===== src/hdl/sc3x_pkg.sv =====
// Shared constants for the Scale3x column upscaler.
// No dependencies; used by sc3x_kernel and scale3x_pixel_upscaler.
`timescale 1ns / 1ps

package sc3x_pkg;

  localparam int PORT_BITS = 32;

  localparam int COL_DEPTH = 3;
  localparam int ROW_ABOVE  = 0;
  localparam int ROW_CENTRE = 1;
  localparam int ROW_BELOW  = 2;

  localparam int BLOCK_PIX = 9;

endpackage


===== src/hdl/sc3x_kernel.sv =====
// Combinational Scale3x rules: turns a 3x3 source neighborhood into a 3x3 block.
// Depends on sc3x_pkg for the row indexes inside a column.
`timescale 1ns / 1ps

module sc3x_kernel #(
  parameter int PIXEL_BITS = 32
) (
  input  logic [sc3x_pkg::COL_DEPTH-1:0][PIXEL_BITS-1:0] lc,
  input  logic [sc3x_pkg::COL_DEPTH-1:0][PIXEL_BITS-1:0] cc,
  input  logic [sc3x_pkg::COL_DEPTH-1:0][PIXEL_BITS-1:0] rc,
  output logic [sc3x_pkg::BLOCK_PIX-1:0][PIXEL_BITS-1:0] blk
);

  typedef logic [2:0][PIXEL_BITS-1:0] row_t;

  // The top and bottom rows share one rule; near is the line on the row's side.
  function automatic row_t half_row(input logic [PIXEL_BITS-1:0] e,
                                    input logic [PIXEL_BITS-1:0] d,
                                    input logic [PIXEL_BITS-1:0] f,
                                    input logic [PIXEL_BITS-1:0] near,
                                    input logic [PIXEL_BITS-1:0] far,
                                    input logic [PIXEL_BITS-1:0] near_r,
                                    input logic [PIXEL_BITS-1:0] near_l);
    row_t o;
    logic go;
    go   = (d != f) && (near != far);
    o[0] = (go && near == d) ? near : e;
    o[1] = (go && ((near == d && e != near_r) || (near == f && e != near_l))) ? near : e;
    o[2] = (go && near == f) ? near : e;
    return o;
  endfunction

  logic [PIXEL_BITS-1:0] e, d, f, b, h;
  logic                  mid_go;
  row_t                  top_row, bot_row;

  assign e = cc[sc3x_pkg::ROW_CENTRE];
  assign d = lc[sc3x_pkg::ROW_CENTRE];
  assign f = rc[sc3x_pkg::ROW_CENTRE];
  assign b = cc[sc3x_pkg::ROW_ABOVE];
  assign h = cc[sc3x_pkg::ROW_BELOW];

  assign top_row = half_row(e, d, f, b, h, rc[sc3x_pkg::ROW_ABOVE], lc[sc3x_pkg::ROW_ABOVE]);
  assign bot_row = half_row(e, d, f, h, b, rc[sc3x_pkg::ROW_BELOW], lc[sc3x_pkg::ROW_BELOW]);
  assign mid_go  = (d != f) && (b != h);

  always_comb begin
    blk[0] = top_row[0];
    blk[1] = top_row[1];
    blk[2] = top_row[2];
    blk[3] = (mid_go && ((d == b && e != lc[sc3x_pkg::ROW_BELOW]) ||
                         (d == h && e != lc[sc3x_pkg::ROW_ABOVE]))) ? d : e;
    blk[4] = e;
    blk[5] = (mid_go && ((f == b && e != rc[sc3x_pkg::ROW_BELOW]) ||
                         (f == h && e != rc[sc3x_pkg::ROW_ABOVE]))) ? f : e;
    blk[6] = bot_row[0];
    blk[7] = bot_row[1];
    blk[8] = bot_row[2];
  end

endmodule


===== src/hdl/scale3x_pixel_upscaler.sv =====
// Accepted columns pass through the job stage, then the registered output stage.
// Throughput: one column word per cycle unless the output stalls; a column that
// ends a line after the first yields two blocks and holds the input until the second moves.
// Reset (rst_n, synchronous, active low) empties the job and output stages and
// restarts the line; the column holding registers need no clearing.
// Depends on sc3x_pkg and sc3x_kernel.
`timescale 1ns / 1ps

module scale3x_pixel_upscaler #(
  parameter int PIXEL_BITS = 32
) (
  input  logic                          clk,
  input  logic                          rst_n,
  input  logic                          in_valid,
  output logic                          in_ready,
  input  logic [sc3x_pkg::PORT_BITS-1:0] in_pix_above,
  input  logic [sc3x_pkg::PORT_BITS-1:0] in_pix_center,
  input  logic [sc3x_pkg::PORT_BITS-1:0] in_pix_below,
  input  logic                          in_line_end,
  output logic                          out_valid,
  input  logic                          out_ready,
  output logic [sc3x_pkg::PORT_BITS-1:0] out_r0c0,
  output logic [sc3x_pkg::PORT_BITS-1:0] out_r0c1,
  output logic [sc3x_pkg::PORT_BITS-1:0] out_r0c2,
  output logic [sc3x_pkg::PORT_BITS-1:0] out_r1c0,
  output logic [sc3x_pkg::PORT_BITS-1:0] out_r1c1,
  output logic [sc3x_pkg::PORT_BITS-1:0] out_r1c2,
  output logic [sc3x_pkg::PORT_BITS-1:0] out_r2c0,
  output logic [sc3x_pkg::PORT_BITS-1:0] out_r2c1,
  output logic [sc3x_pkg::PORT_BITS-1:0] out_r2c2,
  output logic                          out_block_line_last,
  output logic                          out_run_last
);

  typedef logic [sc3x_pkg::COL_DEPTH-1:0][PIXEL_BITS-1:0] column_t;
  typedef logic [sc3x_pkg::BLOCK_PIX-1:0][PIXEL_BITS-1:0] block_t;

  column_t col_in;
  column_t lcol_r, ccol_r;
  column_t job_lc_r, job_cc_r, job_rc_r;
  column_t k_lc, k_cc;
  block_t  blk, out_pix_r;

  logic line_started_r;
  logic job_valid_r, job_phase_r, job_two_r, job_edge_r;
  logic out_valid_r, out_line_last_r, out_run_last_r;
  logic move, job_done, in_fire, makes_job;

  assign col_in[sc3x_pkg::ROW_ABOVE]  = in_pix_above[PIXEL_BITS-1:0];
  assign col_in[sc3x_pkg::ROW_CENTRE] = in_pix_center[PIXEL_BITS-1:0];
  assign col_in[sc3x_pkg::ROW_BELOW]  = in_pix_below[PIXEL_BITS-1:0];

  assign move      = job_valid_r && (!out_valid_r || out_ready);
  assign job_done  = move && (!job_two_r || job_phase_r);
  assign in_ready  = !job_valid_r || job_done;
  assign in_fire   = in_valid && in_ready;
  assign makes_job = in_fire && (line_started_r || in_line_end);

  // The second block of a line end treats the newest column as centre and right.
  assign k_lc = job_phase_r ? job_cc_r : job_lc_r;
  assign k_cc = job_phase_r ? job_rc_r : job_cc_r;

  sc3x_kernel #(
    .PIXEL_BITS(PIXEL_BITS)
  ) u_kernel (
    .lc  (k_lc),
    .cc  (k_cc),
    .rc  (job_rc_r),
    .blk (blk)
  );

  always_ff @(posedge clk) begin
    if (!rst_n) begin
      line_started_r <= 1'b0;
      job_valid_r    <= 1'b0;
      job_phase_r    <= 1'b0;
      out_valid_r    <= 1'b0;
    end else begin
      if (in_fire) begin
        line_started_r <= !in_line_end;
      end
      if (makes_job) begin
        job_valid_r <= 1'b1;
        job_phase_r <= 1'b0;
      end else if (job_done) begin
        job_valid_r <= 1'b0;
      end else if (move) begin
        job_phase_r <= 1'b1;
      end
      if (move) begin
        out_valid_r <= 1'b1;
      end else if (out_ready) begin
        out_valid_r <= 1'b0;
      end
    end
  end

  always_ff @(posedge clk) begin
    if (in_fire) begin
      lcol_r <= line_started_r ? ccol_r : col_in;
      ccol_r <= col_in;
    end
    if (makes_job) begin
      job_lc_r   <= line_started_r ? lcol_r : col_in;
      job_cc_r   <= line_started_r ? ccol_r : col_in;
      job_rc_r   <= col_in;
      job_two_r  <= line_started_r && in_line_end;
      job_edge_r <= !line_started_r;
    end
    if (move) begin
      out_pix_r       <= blk;
      out_line_last_r <= job_phase_r || job_edge_r;
      out_run_last_r  <= job_phase_r || !job_two_r;
    end
  end

  assign out_valid           = out_valid_r;
  assign out_r0c0            = sc3x_pkg::PORT_BITS'(out_pix_r[0]);
  assign out_r0c1            = sc3x_pkg::PORT_BITS'(out_pix_r[1]);
  assign out_r0c2            = sc3x_pkg::PORT_BITS'(out_pix_r[2]);
  assign out_r1c0            = sc3x_pkg::PORT_BITS'(out_pix_r[3]);
  assign out_r1c1            = sc3x_pkg::PORT_BITS'(out_pix_r[4]);
  assign out_r1c2            = sc3x_pkg::PORT_BITS'(out_pix_r[5]);
  assign out_r2c0            = sc3x_pkg::PORT_BITS'(out_pix_r[6]);
  assign out_r2c1            = sc3x_pkg::PORT_BITS'(out_pix_r[7]);
  assign out_r2c2            = sc3x_pkg::PORT_BITS'(out_pix_r[8]);
  assign out_block_line_last = out_line_last_r;
  assign out_run_last        = out_run_last_r;

`ifndef SYNTHESIS
  a_reset_empty: assert property (@(posedge clk)
    !rst_n |=> !out_valid_r && !job_valid_r)
    else $error("pipeline not empty after reset");

  a_phase_needs_pair: assert property (@(posedge clk) disable iff (!rst_n)
    job_valid_r && job_phase_r |-> job_two_r)
    else $error("second block phase on a single-block job");

  a_pair_blocks_input: assert property (@(posedge clk) disable iff (!rst_n)
    job_valid_r && job_two_r && !job_phase_r |-> !in_ready)
    else $error("input taken while the first block of a pair is pending");

  a_pair_follows: assert property (@(posedge clk) disable iff (!rst_n)
    out_valid_r && out_ready && !out_run_last_r |=> out_valid_r && out_run_last_r)
    else $error("second block of a line end did not follow the first");

  a_line_last_is_run_last: assert property (@(posedge clk) disable iff (!rst_n)
    out_valid_r && out_line_last_r |-> out_run_last_r)
    else $error("line-end block not marked as final word of its column");
`endif

endmodule

===== config.mk =====
export PLATFORM = sky130hd
export DESIGN_NAME = scale3x_pixel_upscaler
export DESIGN_NICKNAME = d
export VERILOG_FILES = /design/src/hdl/sc3x_pkg.sv /design/src/hdl/sc3x_kernel.sv /design/src/hdl/scale3x_pixel_upscaler.sv
export SDC_FILE = /design/constraint.sdc
export NUM_CORES = 1
export LEC_CHECK = 0
export BUFFER_PORTS_ARGS = -buffer_cell sky130_fd_sc_hd__buf_2
export CORE_UTILIZATION = 53
export CTS_CLUSTER_DIAMETER = 200
export DETAILED_ROUTE_END_ITERATION = 10
export GPL_ROUTABILITY_DRIVEN = 1
export GPL_TIMING_DRIVEN = 0
export PLACE_DENSITY_LB_ADDON = 0.2
export SYNTH_ARGS = -nofsm -noshare
export SYNTH_HDL_FRONTEND = slang
export SYNTH_HIERARCHICAL = 1
export SYNTH_SLANG_ARGS = --single-unit

===== constraint.sdc =====
create_clock -name clk -period 13.66 [get_ports clk]
set_input_delay 1.366 -clock clk [delete_from_list [all_inputs] [get_ports clk]]
set_output_delay 1.366 -clock clk [all_outputs]
set_load 0.05 [all_outputs]

==> impl_table.tex <==
\begin{tabular}{lr}
\hline
Metric & Value \\
\hline
\multicolumn{2}{l}{\textbf{Run status}} \\
Result of the run & complete, no violations \\
\multicolumn{2}{l}{\textbf{Timing}} \\
Final setup violation count & 0 \\
Hold Slack & between 0.5 and 0.6 ns \\
Post-route clock period utilization & between 30\% and 40\% \\
Slew of the pin with the lowest slew margin & a little under 1 ns \\
Final total negative setup slack & 0 ns \\
Final setup skew & 0.03666 ns \\
F\_max & $\sim$210 MHz \\
Unrepaired setup endpoints after global routing & no \\
Worst relative slew slack & roughly a third \\
Final count of hold timing violations & 0 \\
Min setup slack post-route & around 9 ns \\
Post-route minimum period & 4.691 ns \\
Total count of max-transition violations in the final report & 0 \\
\multicolumn{2}{l}{\textbf{Floorplan}} \\
Die Span X & about 260 um \\
Effective utilization at floorplan & $\sim$54\% \\
Number of rows in the core area & 95 \\
Ports placed on the boundary & 393 \\
Die span in y & about 260 um \\
Die area & around 70000 um\^{}2 \\
Area of the placeable core & 67630 um\^{}2 \\
\multicolumn{2}{l}{\textbf{Critical path}} \\
Critical Path RT & around 14 ns \\
Worst reg2reg path depth & 13 \\
Crit-path cells & buf\_6 -> buf\_8 -> buf\_6 -> mux2\_4 -> buf\_2 -> xor2\_1 -> nor4\_1 -> nand4\_1 -> nor2\_1 -> o22ai\_1 -> nand2\_2 -> buf\_6 -> mux2\_1 \\
Worst setup SP type & flip-flop \\
Reg2reg end & out\_r1c0[1] \\
Number of buffer and inverter instances along the worst setup path & 5 \\
Critical register-to-register path startpoint & job\_phase\_r \\
Worst Setup Path Type & flip-flop to flip-flop \\
Maximum single-stage delay on the critical path & 0.56 ns \\
Cell repeated most along the worst path & sky130\_fd\_sc\_hd\_\_buf\_6 \\
Endpoint arrival time on the critical path & about 5.0 ns \\
Critical Path Start & job\_phase\_r \\
Max FO, Critical Path & 10 \\
Termination of the worst setup path & out\_r1c0[1] \\
Critical-path top delay cell & sky130\_fd\_sc\_hd\_\_nor4\_1 \\
Register-to-register path setup slack & about 9.0 ns \\
Crit. End Element & flip-flop \\
Top delay family on crit path & simple AND/OR/NAND/NOR gates \\
Count of cell instances traversed by the critical path & 13 \\
\multicolumn{2}{l}{\textbf{Clock network}} \\
Number of sinks handled by clock tree synthesis & 776 \\
CTS Buffer Depth & 3 \\
Num CTS Buffers & around 80 \\
Insertion delay to the later sink of the worst-skew pair & about 0.64 ns \\
\# resized after CTS & 0 \\
Clock slew at reported path FFs & 0.06 ns \\
CTS hold repair buffers & 0 \\
Clock tree from TritonCTS & built \\
H-tree levels & 3 \\
Post-CTS Setup Bufs & 0 \\
Cell at the root of the clock tree & sky130\_fd\_sc\_hd\_\_clkbuf\_16 \\
\multicolumn{2}{l}{\textbf{Final layout}} \\
Number of nets in the layout & 2969 \\
Number of non-filler instances in the completed layout & approximately 3800 \\
Share of final-layout standard cells stronger than drive strength 1 & a little over a third \\
P\&R area growth vs syn & 16.75\% \\
\multicolumn{2}{l}{\textbf{Min path}} \\
Worst Hold Class & flip-flop to flip-flop \\
\multicolumn{2}{l}{\textbf{Synthesis}} \\
Sequential area share after synthesis & a little under two thirds \\
Cell types with the largest area share after synthesis & sky130\_fd\_sc\_hd\_\_edfxtp\_1 64\%, sky130\_fd\_sc\_hd\_\_mux2\_4 11\%, sky130\_fd\_sc\_hd\_\_nand2\_1 5.0\% \\
Top cells by count, synth & 772 x sky130\_fd\_sc\_hd\_\_edfxtp\_1, 484 x sky130\_fd\_sc\_hd\_\_nand2\_1, 278 x sky130\_fd\_sc\_hd\_\_mux2\_4, 168 x sky130\_fd\_sc\_hd\_\_xor2\_1, 152 x sky130\_fd\_sc\_hd\_\_xnor2\_1 \\
Register bit count reported by yosys & slightly below 800 \\
Number of distinct library cell variants in the gate-level netlist after synthesis & 39 \\
Top cell type's share of synthesized area & between 60\% and 70\% \\
Post-Synthesis Mean Instance Area & around 15 um\^{}2 \\
Post-synthesis cell type with the largest combined area & sky130\_fd\_sc\_hd\_\_edfxtp\_1 \\
Leading register cell type out of synthesis & sky130\_fd\_sc\_hd\_\_edfxtp\_1 \\
Number of instances in the synthesized netlist & 2377 \\
Fraction of registers with async set or reset after synthesis & 0\% \\
YS warnings & 6 \\
Number of synthesized flops with an enable pin & just under 800 \\
Net count of the mapped netlist & around 2500 \\
Total standard cell area after synthesis & around 36000 um\^{}2 \\
Dominant cell by count in the synthesized netlist & sky130\_fd\_sc\_hd\_\_edfxtp\_1 \\
\multicolumn{2}{l}{\textbf{GRT}} \\
Largest net degree at the start of global routing & between 80 and 90 \\
Via count of the first global-routing pass & approximately 22000 \\
Total routing usage reported by global routing & 32.59\% \\
First-pass GRT wire length & 158800 um \\
Total overflow reported by the global router & 0 \\
Initial antenna violation count & 8 \\
\multicolumn{2}{l}{\textbf{Route}} \\
Post-DR wirelength/cell & roughly 30 um \\
Met3 wire length & about 11000 um \\
Post-detailed-route DRC marker count & 0 \\
Total routed wire length on the met1 layer & between 40000 and 50000 um \\
Routed length on met2 & $\sim$53000 um \\
First DRT Iteration DRCs & 2699 \\
Routed vias & between 20000 and 25000 \\
Routed vias/inst & 5.816 \\
Overall routed net length & between 100000 and 150000 um \\
DR top layer & met4 \\
Residual antenna-violating net count after detailed routing & 0 \\
Length of the first detailed-routing pass in iterations & 5 \\
\multicolumn{2}{l}{\textbf{Place}} \\
Worst setup slack before clock tree synthesis & 9.177 ns \\
Routability congestion estimate from global placement & between 0.9 and 1 \\
Placed Cells & between 3000 and 4000 \\
Final HPWL DP & slightly above 80000 um \\
Number of input and output port buffers inserted & 392 \\
\multicolumn{2}{l}{\textbf{Power}} \\
Pleak & about 16 nW \\
VDD IR-drop max & $\sim$110 uV \\
Post-layout power & approximately 6.2 mW \\
Power density over the cells & 145.4 nW/um\^{}2 \\
\multicolumn{2}{l}{\textbf{Flow run}} \\
Max-cap violation count & 0 \\
\hline
\end{tabular}
## where the power goes
part	total, mW	switching (mW)	internal, mW
logic	1.06	0.714	0.341
registers	2.92	0.0716	2.85
clock network	2.21	0.929	1.28
total	6.19	1.71	4.47
## per-stage QoR
| step | area, um^2 | util, % |
|---|---|---|
| 6_report | 42570 | 62.94 |
| 4_1_cts | 42560 | 62.93 |
| 3_3_place_gp | 39520 | 58.43 |
| 3_5_place_dp | 39920 | 59.02 |
| 2_1_floorplan | 36460 | - |
| 5_1_grt | 42570 | 62.94 |
## layer usage
layer,track usage (%),vias up
li1,-,9522
met1,44.42,11150
met2,51.02,1265
met3,5.015,207
met4,16.50,0
met5,0,-
## flip-flops by register name (all words and copies together) (netlist names), 32 cells and up
name and cells:
out_r2c0 32, lcol_r 96, out_r1c0 32, out_r1c1 32, job_rc_r 96, ccol_r 96, job_cc_r 96, out_r1c2 32
out_r2c1 32, out_r0c2 32, out_r0c1 32, out_r2c2 32, out_r0c0 32, job_lc_r 96
## worst min path at each step
stage	slack (ns)	cells past startpoint	end	startpoint
6_report	0.51	2	job_lc_r[71]	lcol_r[71]
5_1_grt	0.54	2	job_lc_r[71]	lcol_r[71]
4_1_cts	0.51	2	job_lc_r[9]	lcol_r[9]
3_5_place_dp	0.50	2	job_lc_r[83]	lcol_r[83]
3_3_place_gp	0.50	2	job_lc_r[68]	lcol_r[68]
2_1_floorplan	0.48	1	out_block_line_last	job_edge_r
## cells in the final DEF (no fill, tap or decap), drive strengths merged, types with 4 or more instances in the layout
| master | count |
|---|---|
| dfxtp | 4 |
| mux2 | 448 |
| clkinv | 39 |
| nand2 | 488 |
| nand4 | 50 |
| clkbuf | 114 |
| xnor2 | 152 |
| buf | 596 |
| o22ai | 4 |
| bufinv | 8 |
| nor2 | 11 |
| xor2 | 168 |
| inv | 5 |
| edfxtp | 772 |
| nor4 | 51 |
## cell families after synthesis
group | Yosys count | share of synthesized area [%]
xor+xnor | 320 | 7.687
simple gates | 611 | 7.261
buf+inv | 209 | 4.262
mux | 448 | 16.70
flops | 776 | 63.80
compound gates | 13 | 0.2917
## cell type report
cell class	count	area [um^2]
Buffer	206	1543
Clock buffer	96	2166
Tap cell	873	1092
Clock inverter	51	478.0
Multi-Input combinational cell	1392	11660
Sequential cell	776	23260
Inverter	3	11.26
Timing Repair Buffer	408	2350
Fill cell	4930	25070
Antenna cell	3	7.507
## worst min-delay path, stage by stage, from the launching register on
cell                       delay, ns
sky130_fd_sc_hd__edfxtp_1       0.32
sky130_fd_sc_hd__nand2_1        0.05
sky130_fd_sc_hd__nand2_1        0.05
Note: power is estimated with default switching activity, not from simulation.
